==> config.mk <==
export PLATFORM = sky130hd
export DESIGN_NAME = modular_exponentiation
export DESIGN_NICKNAME = d
export VERILOG_FILES = /design/src/rtl/core/mexp_pkg.sv /design/src/rtl/core/mexp_dp.sv /design/src/rtl/core/mexp_ctrl.sv /design/src/rtl/core/modular_exponentiation.sv
export SDC_FILE = /design/constraint.sdc
export NUM_CORES = 1
export LEC_CHECK = 0
export ABC_AREA = 0
export BUFFER_PORTS_ARGS = -buffer_cell sky130_fd_sc_hd__buf_4
export CORE_ASPECT_RATIO = 1.25
export CORE_UTILIZATION = 57
export DETAILED_ROUTE_END_ITERATION = 10
export GPL_ROUTABILITY_DRIVEN = 1
export GPL_TIMING_DRIVEN = 0
export HOLD_SLACK_MARGIN = 0.05
export PLACE_DENSITY = 0.86
export SYNTH_ARGS = -nofsm -noshare
export SYNTH_HDL_FRONTEND = slang
export SYNTH_SLANG_ARGS = --single-unit
==> constraint.sdc <==
create_clock -name clk -period 10.3 [get_ports clk]
set_input_delay 1.03 -clock clk [delete_from_list [all_inputs] [get_ports clk]]
set_output_delay 1.03 -clock clk [all_outputs]
set_load 0.03 [all_outputs]
==> src/rtl/core/mexp_pkg.sv <==
// ----------------------------------------------------------------------------
// mexp_pkg
// shared types and constants of the modular exponentiation block
// ----------------------------------------------------------------------------
package mexp_pkg;

  // configuration register indexes
  localparam int unsigned REG_MODULUS = 0;

  // modulus after reset
  localparam logic [31:0] MODULUS_RESET = 32'd23;

  // controller to datapath commands
  typedef struct packed {
    logic load;       // capture base and exponent of a new request
    logic red_step;   // one bit of base mod modulus
    logic acc_init;   // power accumulator to one
    logic mul_start;  // clear product, pick multiplier operand
    logic mul_sel;    // 0: square, 1: multiply by reduced base
    logic mul_dbl;    // product doubled mod modulus
    logic mul_add;    // product plus accumulator when multiplier bit set
    logic mul_done;   // product back into the accumulator
    logic exp_shift;  // next exponent bit
    logic finish;     // register the residue
  } mexp_cmd_t;

  // datapath to controller status
  typedef struct packed {
    logic exp_msb;    // current exponent bit
  } mexp_sts_t;

endpackage

==> src/rtl/core/mexp_dp.sv <==
// ----------------------------------------------------------------------------
// mexp_dp
// operand registers and the shared mod-add/subtract unit
// ----------------------------------------------------------------------------
module mexp_dp #(
  parameter int unsigned WORD_BITS = 32
) (
  input  logic                  clk,
  input  logic [WORD_BITS-1:0]  modulus,
  input  logic [WORD_BITS-1:0]  base_value,
  input  logic [WORD_BITS-1:0]  exponent,
  input  mexp_pkg::mexp_cmd_t   cmd,
  output mexp_pkg::mexp_sts_t   sts,
  output logic [WORD_BITS-1:0]  residue
);
  import mexp_pkg::*;

  logic [WORD_BITS-1:0] base_r;
  logic [WORD_BITS-1:0] exp_r;
  logic [WORD_BITS-1:0] red_r;
  logic [WORD_BITS-1:0] acc_r;
  logic [WORD_BITS-1:0] prod_r;
  logic [WORD_BITS-1:0] mult_r;
  logic [WORD_BITS-1:0] residue_r;

  logic [WORD_BITS:0]   sum;
  logic [WORD_BITS:0]   diff;
  logic [WORD_BITS-1:0] red_nxt;
  logic                 mod_small;

  // one conditional subtract serves reduction, doubling and adding
  always_comb begin
    if (cmd.red_step) begin
      sum = {red_r, base_r[WORD_BITS-1]};
    end else if (cmd.mul_dbl) begin
      sum = {1'b0, prod_r} + {1'b0, prod_r};
    end else begin
      sum = {1'b0, prod_r} + {1'b0, acc_r};
    end
    diff = sum - {1'b0, modulus};
    red_nxt = (sum >= {1'b0, modulus}) ? diff[WORD_BITS-1:0] : sum[WORD_BITS-1:0];
  end

  assign mod_small = (modulus[WORD_BITS-1:1] == '0);

  always_ff @(posedge clk) begin
    if (cmd.load) begin
      base_r <= base_value;
      exp_r  <= exponent;
      red_r  <= '0;
    end else if (cmd.red_step) begin
      base_r <= {base_r[WORD_BITS-2:0], 1'b0};
      red_r  <= red_nxt;
    end
    if (cmd.exp_shift) begin
      exp_r <= {exp_r[WORD_BITS-2:0], 1'b0};
    end
    if (cmd.acc_init) begin
      acc_r <= WORD_BITS'(1);
    end else if (cmd.mul_done) begin
      acc_r <= prod_r;
    end
    if (cmd.mul_start) begin
      prod_r <= '0;
      mult_r <= cmd.mul_sel ? red_r : acc_r;
    end else if (cmd.mul_dbl) begin
      prod_r <= red_nxt;
    end else if (cmd.mul_add) begin
      if (mult_r[WORD_BITS-1]) begin
        prod_r <= red_nxt;
      end
      mult_r <= {mult_r[WORD_BITS-2:0], 1'b0};
    end
    if (cmd.finish) begin
      residue_r <= mod_small ? '0 : acc_r;
    end
  end

  assign sts.exp_msb = exp_r[WORD_BITS-1];
  assign residue     = residue_r;

endmodule

==> src/rtl/core/mexp_ctrl.sv <==
// ----------------------------------------------------------------------------
// mexp_ctrl
// sequencer for reduction, square and multiply passes
// ----------------------------------------------------------------------------
module mexp_ctrl #(
  parameter int unsigned WORD_BITS = 32
) (
  input  logic                 clk,
  input  logic                 rst_n,
  input  logic                 start,
  output logic                 busy,
  output logic                 done_strobe,
  output mexp_pkg::mexp_cmd_t  cmd,
  input  mexp_pkg::mexp_sts_t  sts
);
  import mexp_pkg::*;

  localparam int unsigned CNT_W = (WORD_BITS > 1) ? $clog2(WORD_BITS) : 1;
  localparam logic [CNT_W-1:0] CNT_LAST = CNT_W'(WORD_BITS - 1);

  typedef enum logic [6:0] {
    ST_IDLE   = 7'b0000001,
    ST_REDUCE = 7'b0000010,
    ST_MSTART = 7'b0000100,
    ST_DBL    = 7'b0001000,
    ST_ADD    = 7'b0010000,
    ST_MDONE  = 7'b0100000,
    ST_DONE   = 7'b1000000
  } mexp_state_t;

  mexp_state_t      state_r, state_nxt;
  logic [CNT_W-1:0] bit_cnt_r, bit_cnt_nxt;
  logic [CNT_W-1:0] exp_cnt_r, exp_cnt_nxt;
  logic             mul_sel_r, mul_sel_nxt;
  logic             strobe_r;

  always_comb begin
    state_nxt   = state_r;
    bit_cnt_nxt = bit_cnt_r;
    exp_cnt_nxt = exp_cnt_r;
    mul_sel_nxt = mul_sel_r;
    cmd         = '0;
    cmd.mul_sel = mul_sel_r;
    unique case (state_r)
      ST_IDLE: begin
        if (start) begin
          cmd.load    = 1'b1;
          bit_cnt_nxt = '0;
          state_nxt   = ST_REDUCE;
        end
      end
      ST_REDUCE: begin
        cmd.red_step = 1'b1;
        bit_cnt_nxt  = bit_cnt_r + 1'b1;
        if (bit_cnt_r == CNT_LAST) begin
          cmd.acc_init = 1'b1;
          exp_cnt_nxt  = '0;
          mul_sel_nxt  = 1'b0;
          state_nxt    = ST_MSTART;
        end
      end
      ST_MSTART: begin
        cmd.mul_start = 1'b1;
        bit_cnt_nxt   = '0;
        state_nxt     = ST_DBL;
      end
      ST_DBL: begin
        cmd.mul_dbl = 1'b1;
        state_nxt   = ST_ADD;
      end
      ST_ADD: begin
        cmd.mul_add = 1'b1;
        bit_cnt_nxt = bit_cnt_r + 1'b1;
        state_nxt   = (bit_cnt_r == CNT_LAST) ? ST_MDONE : ST_DBL;
      end
      ST_MDONE: begin
        cmd.mul_done = 1'b1;
        if (!mul_sel_r && sts.exp_msb) begin
          mul_sel_nxt = 1'b1;
          state_nxt   = ST_MSTART;
        end else begin
          cmd.exp_shift = 1'b1;
          mul_sel_nxt   = 1'b0;
          exp_cnt_nxt   = exp_cnt_r + 1'b1;
          state_nxt     = (exp_cnt_r == CNT_LAST) ? ST_DONE : ST_MSTART;
        end
      end
      ST_DONE: begin
        cmd.finish = 1'b1;
        state_nxt  = ST_IDLE;
      end
      default: begin
        state_nxt = ST_IDLE;
      end
    endcase
  end

  always_ff @(posedge clk) begin
    if (!rst_n) begin
      state_r   <= ST_IDLE;
      bit_cnt_r <= '0;
      exp_cnt_r <= '0;
      mul_sel_r <= 1'b0;
      strobe_r  <= 1'b0;
    end else begin
      state_r   <= state_nxt;
      bit_cnt_r <= bit_cnt_nxt;
      exp_cnt_r <= exp_cnt_nxt;
      mul_sel_r <= mul_sel_nxt;
      strobe_r  <= (state_r == ST_DONE);
    end
  end

  assign busy        = (state_r != ST_IDLE);
  assign done_strobe = strobe_r;

endmodule

==> src/rtl/core/modular_exponentiation.sv <==
// ----------------------------------------------------------------------------
// modular_exponentiation
// base_value ** exponent mod modulus by left-to-right square and multiply
// ----------------------------------------------------------------------------
//  channel   ports                                   handshake
//  request   start, busy, in_base_value, in_exponent taken when start && !busy
//  result    out_valid, out_residue                  one-cycle strobe, no stall
//  config    psel, penable, pwrite, paddr, pwdata,   apb, pready tied high
//            prdata, pready
//
//  after a request is taken the base is reduced one remainder bit a cycle;
//  each exponent bit then costs one modular square, plus one modular
//  multiply when the bit is set, each made of double and add steps of the
//  shared mod-add unit. the strobe is registered from the done state.
//  reset clears the sequencer and sets modulus to 23.
//  busy stays high for the whole request; the receiver cannot stall.
// ----------------------------------------------------------------------------
module modular_exponentiation #(
  parameter int unsigned WORD_BITS = 32
) (
  input  logic                              clk,
  input  logic                              rst_n,
  // request
  input  logic                              start,
  output logic                              busy,
  input  logic [WORD_BITS-1:0]              in_base_value,
  input  logic [WORD_BITS-1:0]              in_exponent,
  // result
  output logic                              out_valid,
  output logic [WORD_BITS-1:0]              out_residue,
  // configuration
  input  logic                              psel,
  input  logic                              penable,
  input  logic                              pwrite,
  input  logic [((WORD_BITS > 32) ? 4 : 3)-1:0] paddr,
  input  logic [((WORD_BITS > 32) ? 64 : 32)-1:0] pwdata,
  output logic [((WORD_BITS > 32) ? 64 : 32)-1:0] prdata,
  output logic                              pready
);
  import mexp_pkg::*;

  // register stride is 4 bytes for 32-bit data, 8 for 64-bit
  localparam int unsigned ADDR_W  = (WORD_BITS > 32) ? 4 : 3;
  localparam int unsigned CFG_DW  = (WORD_BITS > 32) ? 64 : 32;
  localparam int unsigned IDX_BIT = ADDR_W - 1;

  logic [WORD_BITS-1:0] modulus_r;
  logic                 cfg_wr;
  logic                 cfg_hit;
  mexp_cmd_t            cmd;
  mexp_sts_t            sts;

  // register index sits above the byte offset bits
  assign cfg_hit = (paddr[IDX_BIT] == 1'(REG_MODULUS));
  assign cfg_wr  = psel && penable && pwrite && pready;
  assign pready  = 1'b1;

  // user must rewrite modulus only while no request is in flight; unchecked
  always_ff @(posedge clk) begin
    if (!rst_n) begin
      modulus_r <= WORD_BITS'(MODULUS_RESET);
    end else if (cfg_wr && cfg_hit) begin
      modulus_r <= pwdata[WORD_BITS-1:0];
    end
  end

  assign prdata = cfg_hit ? CFG_DW'(modulus_r) : '0;

  // sequencer
  mexp_ctrl #(
    .WORD_BITS (WORD_BITS)
  ) u_ctrl (
    .clk         (clk),
    .rst_n       (rst_n),
    .start       (start),
    .busy        (busy),
    .done_strobe (out_valid),
    .cmd         (cmd),
    .sts         (sts)
  );

  // operand registers and mod-add unit
  mexp_dp #(
    .WORD_BITS (WORD_BITS)
  ) u_dp (
    .clk        (clk),
    .modulus    (modulus_r),
    .base_value (in_base_value),
    .exponent   (in_exponent),
    .cmd        (cmd),
    .sts        (sts),
    .residue    (out_residue)
  );

endmodule

; ---- Word-level counts from Yosys, hierarchy flattened
; Cells that the tools add are included.
[totals]
register_bits = 275
inputBits = 105
out_inout_bits = 67
wordCells = 94
[classes]
n_addsub = 5
magnitude_cmp = 1
eq_ne = 14
mux = 39
n_bitwise = 1
reduce_logical = 20
[op_table]
columns = operator, count
row1 = 32-bit 2-to-1 mux, 13
row2 = 32-bit by 32-bit adder with 33-bit output, 2
row3 = 33-bit 2-to-1 mux, 2
row4 = 7-bit one-hot mux with 6 select lines, 1
row5 = 33-bit by 32-bit greater-or-equal comparator with 1-bit output, 1
row6 = 32-bit subtractor, 1
row7 = 31-bit zero test, 1
row8 = 7-bit 2-to-1 mux, 4
row9 = 5-bit 2-to-1 mux, 3
row10 = 5-bit one-hot mux with 3 select lines, 1
row11 = 2-bit nonzero test, 6
row12 = "5-bit by 1-bit adder with 5-bit output, second input constant", 2
row13 = "5-bit equality test, second input constant", 2
row14 = 1-bit 2-to-1 mux, 10
row15 = 5-bit one-hot mux with 2 select lines, 1
row16 = 2-bit AND reduction, 5
row17 = "7-bit by 1-bit equality test with 1-bit output, second input constant", 1
row18 = "7-bit by 2-bit equality test with 1-bit output, second input constant", 1
row19 = "7-bit by 3-bit equality test with 1-bit output, second input constant", 1
row20 = "7-bit by 4-bit equality test with 1-bit output, second input constant", 1
row21 = "7-bit by 5-bit equality test with 1-bit output, second input constant", 1
row22 = "7-bit by 6-bit equality test with 1-bit output, second input constant", 1
row23 = "7-bit equality test, second input constant", 1
row24 = "7-bit by 1-bit != test with 1-bit output, second input constant", 1
row25 = other kinds (11), 17

; ---- Longest topological paths before layout
[depth]
word_depth = 9
mapped_depth = 28
depth_no_buf = 26

; ---- By module
; From an unflattened synthesis, not the netlist that was laid out.
[hier_totals]
cells_unflattened = 1695
area_unflattened_um2 = 16143.0
[modules_own_cells]
columns = mod, n_inst, cells_per_inst, area_per_inst_um2, seq_area_each_um2
row1 = mexp_dp, 1, 1386, 13490.4, 5755.5
row2 = modular_exponentiation, 1, 177, 1557.7, 640.6
row3 = mexp_ctrl, 1, 132, 1094.8, 380.4

; ---- Worst setup path after synthesis
; OpenSTA, ideal clock, no wires.
[synth_path]
kind = register to register
from = register u_ctrl.state_r[6]
to = register u_dp.prod_r[28]
setup_time_ns = 0.074
arrival_time_ns = 5.812
required_time_ns = 10.226
path_slack_ns = 4.414
path_stages_with_launch = 25
n_path_buf = 3
synth_period_minus_slack_ns = 5.886
cell_sequence = dfxtp_1 -> nor4_1 -> nand3_1 -> clkbuf_1 -> mux2_2 -> ha_1 -> a211o_1 -> o32a_1 -> o22a_2 -> a31oi_4 -> o211ai_1 -> mux2i_1 -> a31oi_1 -> inv_1 -> ha_1 -> and3_1 -> nand4_1 -> nor3_1 -> a221o_1 -> a21oi_1 -> o221a_4 -> buf_6 -> buf_4 -> o211ai_1 -> a31oi_1
[synth_via]
elab_chain_cells = 9
elab_cells_between_ends = 19
classes_between = 1 x add/sub / 1 x order compare / 4 x eq/ne / 10 x mux / 3 x reduce/logical
[synth_lines]
columns = item, line_no
row1 = start: declaration, mexp_ctrl.sv:31  ; mexp_state_t state_r, state_nxt;
row2 = start signal: assignment, mexp_ctrl.sv:106  ; state_r <= state_nxt;
row3 = 7-bit by 4-bit equality test with 1-bit output, mexp_ctrl.sv:44  ; unique case (state_r)
row4 = 1-bit 2-to-1 mux, mexp_ctrl.sv:44
row5 = 33-bit 2-to-1 mux, mexp_dp.sv:35  ; end else if (cmd.mul_dbl) begin
row6 = 33-bit 2-to-1 mux, mexp_dp.sv:33  ; if (cmd.red_step) begin
row7 = 32-bit subtractor / 33-bit by 32-bit greater-or-equal comparator with 1-bit output (equally long branches), "mexp_dp.sv:40, mexp_dp.sv:41"
row8 = 32-bit 2-to-1 mux, mexp_dp.sv:41  ; red_nxt = (sum >= {1'b0, modulus}) ? diff[WORD_BITS-1:0] : sum[WORD_BITS-1:0];
row9 = 32-bit 2-to-1 mux, mexp_dp.sv:69  ; if (mult_r[WORD_BITS-1]) begin
row10 = 32-bit 2-to-1 mux, mexp_dp.sv:68  ; end else if (cmd.mul_add) begin
row11 = 32-bit 2-to-1 mux, mexp_dp.sv:66  ; end else if (cmd.mul_dbl) begin
row12 = end signal: assignment, mexp_dp.sv:67  ; prod_r <= red_nxt;
row13 = end signal: assignment, mexp_dp.sv:70  ; prod_r <= red_nxt;
row14 = end: declaration, mexp_dp.sv:22  ; logic [WORD_BITS-1:0] prod_r;
; Several ways; a longest one is shown, not always the timed one. The select of a mux whose other input is x is not followed.
; A chain may end at the register's enable or synchronous reset.

; ---- Worst setup path in the final report
[layout_path]
from = register u_ctrl.state_r[1]
to = register u_dp.prod_r[19]
; The elaborated chain is that of the path after synthesis.

==> flow_metrics.env <==
export IMPL_clock_sinks=275
export IMPL_num_vias=13800
export IMPL_synth_edf_count=127
export IMPL_startpoint="u_ctrl.state_r[1]"
export IMPL_wl_met2_um=21100
export IMPL_cts_hold_buf=0
export IMPL_power_switching_uw=771
export IMPL_max_freq_mhz=132
export IMPL_drive_gt1_share_pct=14.0
export IMPL_routed_wl_met3_um=3440
export IMPL_hpwl_um=34400
export IMPL_synth_async_reset_ratio_pct=0
export IMPL_nets=2125
export IMPL_gp_congestion=0.953
export IMPL_p_leak_nw=7.47
export IMPL_start_util_pct=58.0
export IMPL_rows=67
export IMPL_yosysSeqAreaShare_pct=43.6
export IMPL_tightest_slew_ps=1320
export IMPL_setup_worst_path_start_class="register"
export IMPL_internal_power_mw=2.02
export IMPL_critical_path_class="register to register"
export IMPL_yosysWarnings=0
export IMPL_cts_setup_buffers=0
export IMPL_cts_max_level=1
export IMPL_relSlewSlack_pct=11.7
export IMPL_maxUsedRoutingLayer="met4"
export IMPL_p_per_area_nw_per_um2=153
export IMPL_skew_ps=14.7
export IMPL_syn_area_per_cell_um2=8.87
export IMPL_arrival_ps=7960
export IMPL_wl_um=44400
export IMPL_synth_seq_cells=275
export IMPL_die_h_um=187
export IMPL_synth_cell_types=72
export IMPL_layout_common_cells="nand2_1 (353), buf_4 (171), a21oi_1 (149)"
export IMPL_critPathCaptureType="register"
export IMPL_drv_cap=0
export IMPL_finalCritPeriodShare_pct=73.8
export IMPL_grt_pass1_vias=13500
export IMPL_synth_area_um2=15500
export IMPL_r2r_end="u_dp.prod_r[19]"
export IMPL_wl_per_cell_um=19.2
export IMPL_cp_required_ps=10660
export IMPL_ios=172
export IMPL_r2r_start="u_ctrl.state_r[1]"
export IMPL_power_share_sequential_pct=44.8
export IMPL_status="finished, final reports clean"
export IMPL_insertion_delay_ps=550
export IMPL_rr_worst_depth=22
export IMPL_antenna_found_initial=0
export IMPL_p_total_mw=2.79
export IMPL_drt_vias_per_instance=5.97
export IMPL_layout_commonest_cell="nand2_1"
export IMPL_setup_tns_ps=0
export IMPL_whs_endpoint="u_dp.exp_r[0]"
export IMPL_grt_usage_pct=31.9
export IMPL_grt_pass1_wl_um=70500
export IMPL_clockRootBuffer="clkbuf_16"
export IMPL_dieArea_um2=27900
export IMPL_die_x_um=150
export IMPL_swShare_pct=27.7
export IMPL_cts_buffers_inserted=27
export IMPL_fp_coreArea_um2=26800
export IMPL_clk_pin_slew_ps=70
export IMPL_grt_overflow_total=0
export IMPL_r2r_slack_ps=2700
export IMPL_ant_nets=0
export IMPL_firstDrtPassIters=5
export IMPL_hold_path_cell_count=2
export IMPL_dr_first_iter_drc_count=1241
export IMPL_cts_resized=0
export IMPL_finalSetupViolCount=0
export IMPL_cts_buffer_depth=3
export IMPL_combPwrFrac_pct=17.9
export IMPL_fillerInstances=2124
export IMPL_clkPwrFrac_pct=37.3
export IMPL_drc=0
export IMPL_drv_slew=0
export IMPL_finalHoldViolations=0
export IMPL_hp_class="register to register"
export IMPL_ys_flop_type="dfxtp_1"
export IMPL_crit_path_max_fanout=10
export IMPL_cts_tree="built"
export IMPL_rsz0062_at_grt="false"
export IMPL_syn_inst=1753
export IMPL_grt_max_degree=33
export IMPL_ir_drop_mv=0.133
export IMPL_diodes=0
export IMPL_area_delta_synth_final_pct=17.0
export IMPL_synth_nets=1928
export IMPL_wl_met1_um=18000
export IMPL_portBuffers=166
export IMPL_min_delay_start="u_dp.exp_r[0]"
export IMPL_finalCriticalPeriod_ps=7600
-- final cells by class --
cell class	instances	area (um2)	share of cell area, %
plain buffers	96	390	2.15
clock buffers	38	835	4.59
clock inverters	11	108	0.591
inverters	54	203	1.11
multi-input cells	1328	8180	45.0
flip-flops and latches	275	6780	37.2
well taps	345	432	2.37
repair buffers	168	1270	6.97
-- kinds of logic (layout without fill, tap and decap cells) --
family / after synthesis / count (layout) / share of synthesized area (%)
compound gates: 471 / 471 / 19.4
xor+xnor: 52 / 52 / 2.93
fa+ha+maj: 70 / 70 / 5.73
buf+inv: 150 / 367 / 3.81
flops: 275 / 275 / 43.6
mux: 97 / 97 / 6.51
other cells: 1 / 1 / 0.0241
simple gates: 637 / 637 / 18.0
-- metrics by stage --
stage / cells / area, um2 / hold WS (ps) / utilization [%] / worst slack, ps
after floorplan: 1753 / 15500 / 437 / - / 4410
after global placement: 2264 / 17200 / 453 / 64.2 / 2940
after detailed placement: 2266 / 17300 / 476 / 64.3 / 2780
after CTS: 2315 / 18200 / 485 / 67.8 / 2760
after global routing: 2315 / 18200 / 505 / 67.8 / 2190
final: 2315 / 18200 / 481 / 67.8 / 2700
-- flip-flops by register name (all words and copies together) (netlist names) --
| signal | count |
|---|---|
| modulus_r | 32 |
| u_dp.acc_r | 32 |
| u_dp.base_r | 32 |
| u_dp.exp_r | 32 |
| u_dp.mult_r | 32 |
| u_dp.prod_r | 32 |
| u_dp.red_r | 32 |
| u_dp.residue | 32 |
| u_ctrl.state_r | 7 |
| u_ctrl.bit_cnt_r | 5 |
| u_ctrl.exp_cnt_r | 5 |
| u_ctrl.done_strobe | 1 |
| u_ctrl.mul_sel_r | 1 |
-- worst max path at each step --
stage | end | slack (ps) | cells past startpoint
6_report | u_dp.prod_r[19] | 2700 | 22
5_1_grt | u_dp.prod_r[19] | 2190 | 22
4_1_cts | u_dp.prod_r[14] | 2760 | 22
3_5_place_dp | u_dp.prod_r[14] | 2780 | 22
3_3_place_gp | u_dp.prod_r[28] | 2940 | 22
2_1_floorplan | u_dp.prod_r[28] | 4410 | 24
-- metal layers --
layer  vias to the layer above  global-route usage, %
met5                         -                      0
met1                      6466                   41.5
met4                         0                   13.2
li1                       6625                      -
met3                        94                   4.18
met2                       636                   53.2
-- worst max-delay path: stages, from the launching register on --
cell,delay [ps]
dfxtp_1,360
nor4_1,370
nand3_1,570
clkbuf_1,490
mux2_2,380
ha_1,270
a2111oi_0,580
a211oi_1,190
o21ai_0,490
o21a_1,250
o21ba_2,160
mux2_2,330
a211oi_1,490
ha_1,380
nand4_1,260
nor3_1,140
a221o_1,370
a21oi_1,400
o221a_4,350
buf_6,160
nor2_1,50
a21oi_1,220
a211oi_1,120
-- cells in the mapped netlist, types with 15 or more instances --
master	n	area (um2)
nor2_1	106	398
and2_1	15	93.8
xor2_1	23	201
dfxtp_1	148	2960
mux2_2	33	372
nor2b_1	40	250
o21ai_0	127	636
inv_1	54	203
nand3_1	36	180
clkbuf_1	79	297
a21boi_0	31	233
edfxtp_1	127	3810
and3_1	17	106
nor3_1	15	75.1
ha_1	68	851
o211ai_1	17	128
a21o_1	28	210
mux2i_1	64	641
a21oi_1	149	746
nand2_1	353	1330
xnor2_1	29	254
a22o_1	32	280
-- power by group through the flow --
stage,logic (mW),clock network [mW],registers (mW)
2_1_floorplan,0.349,0,1.25
3_3_place_gp,0.475,0,1.27
3_5_place_dp,0.486,0,1.27
4_1_cts,0.491,1.05,1.24
5_1_grt,0.540,1.09,1.25
6_report,0.500,1.04,1.25
Note: power is estimated with default switching activity, not from simulation.
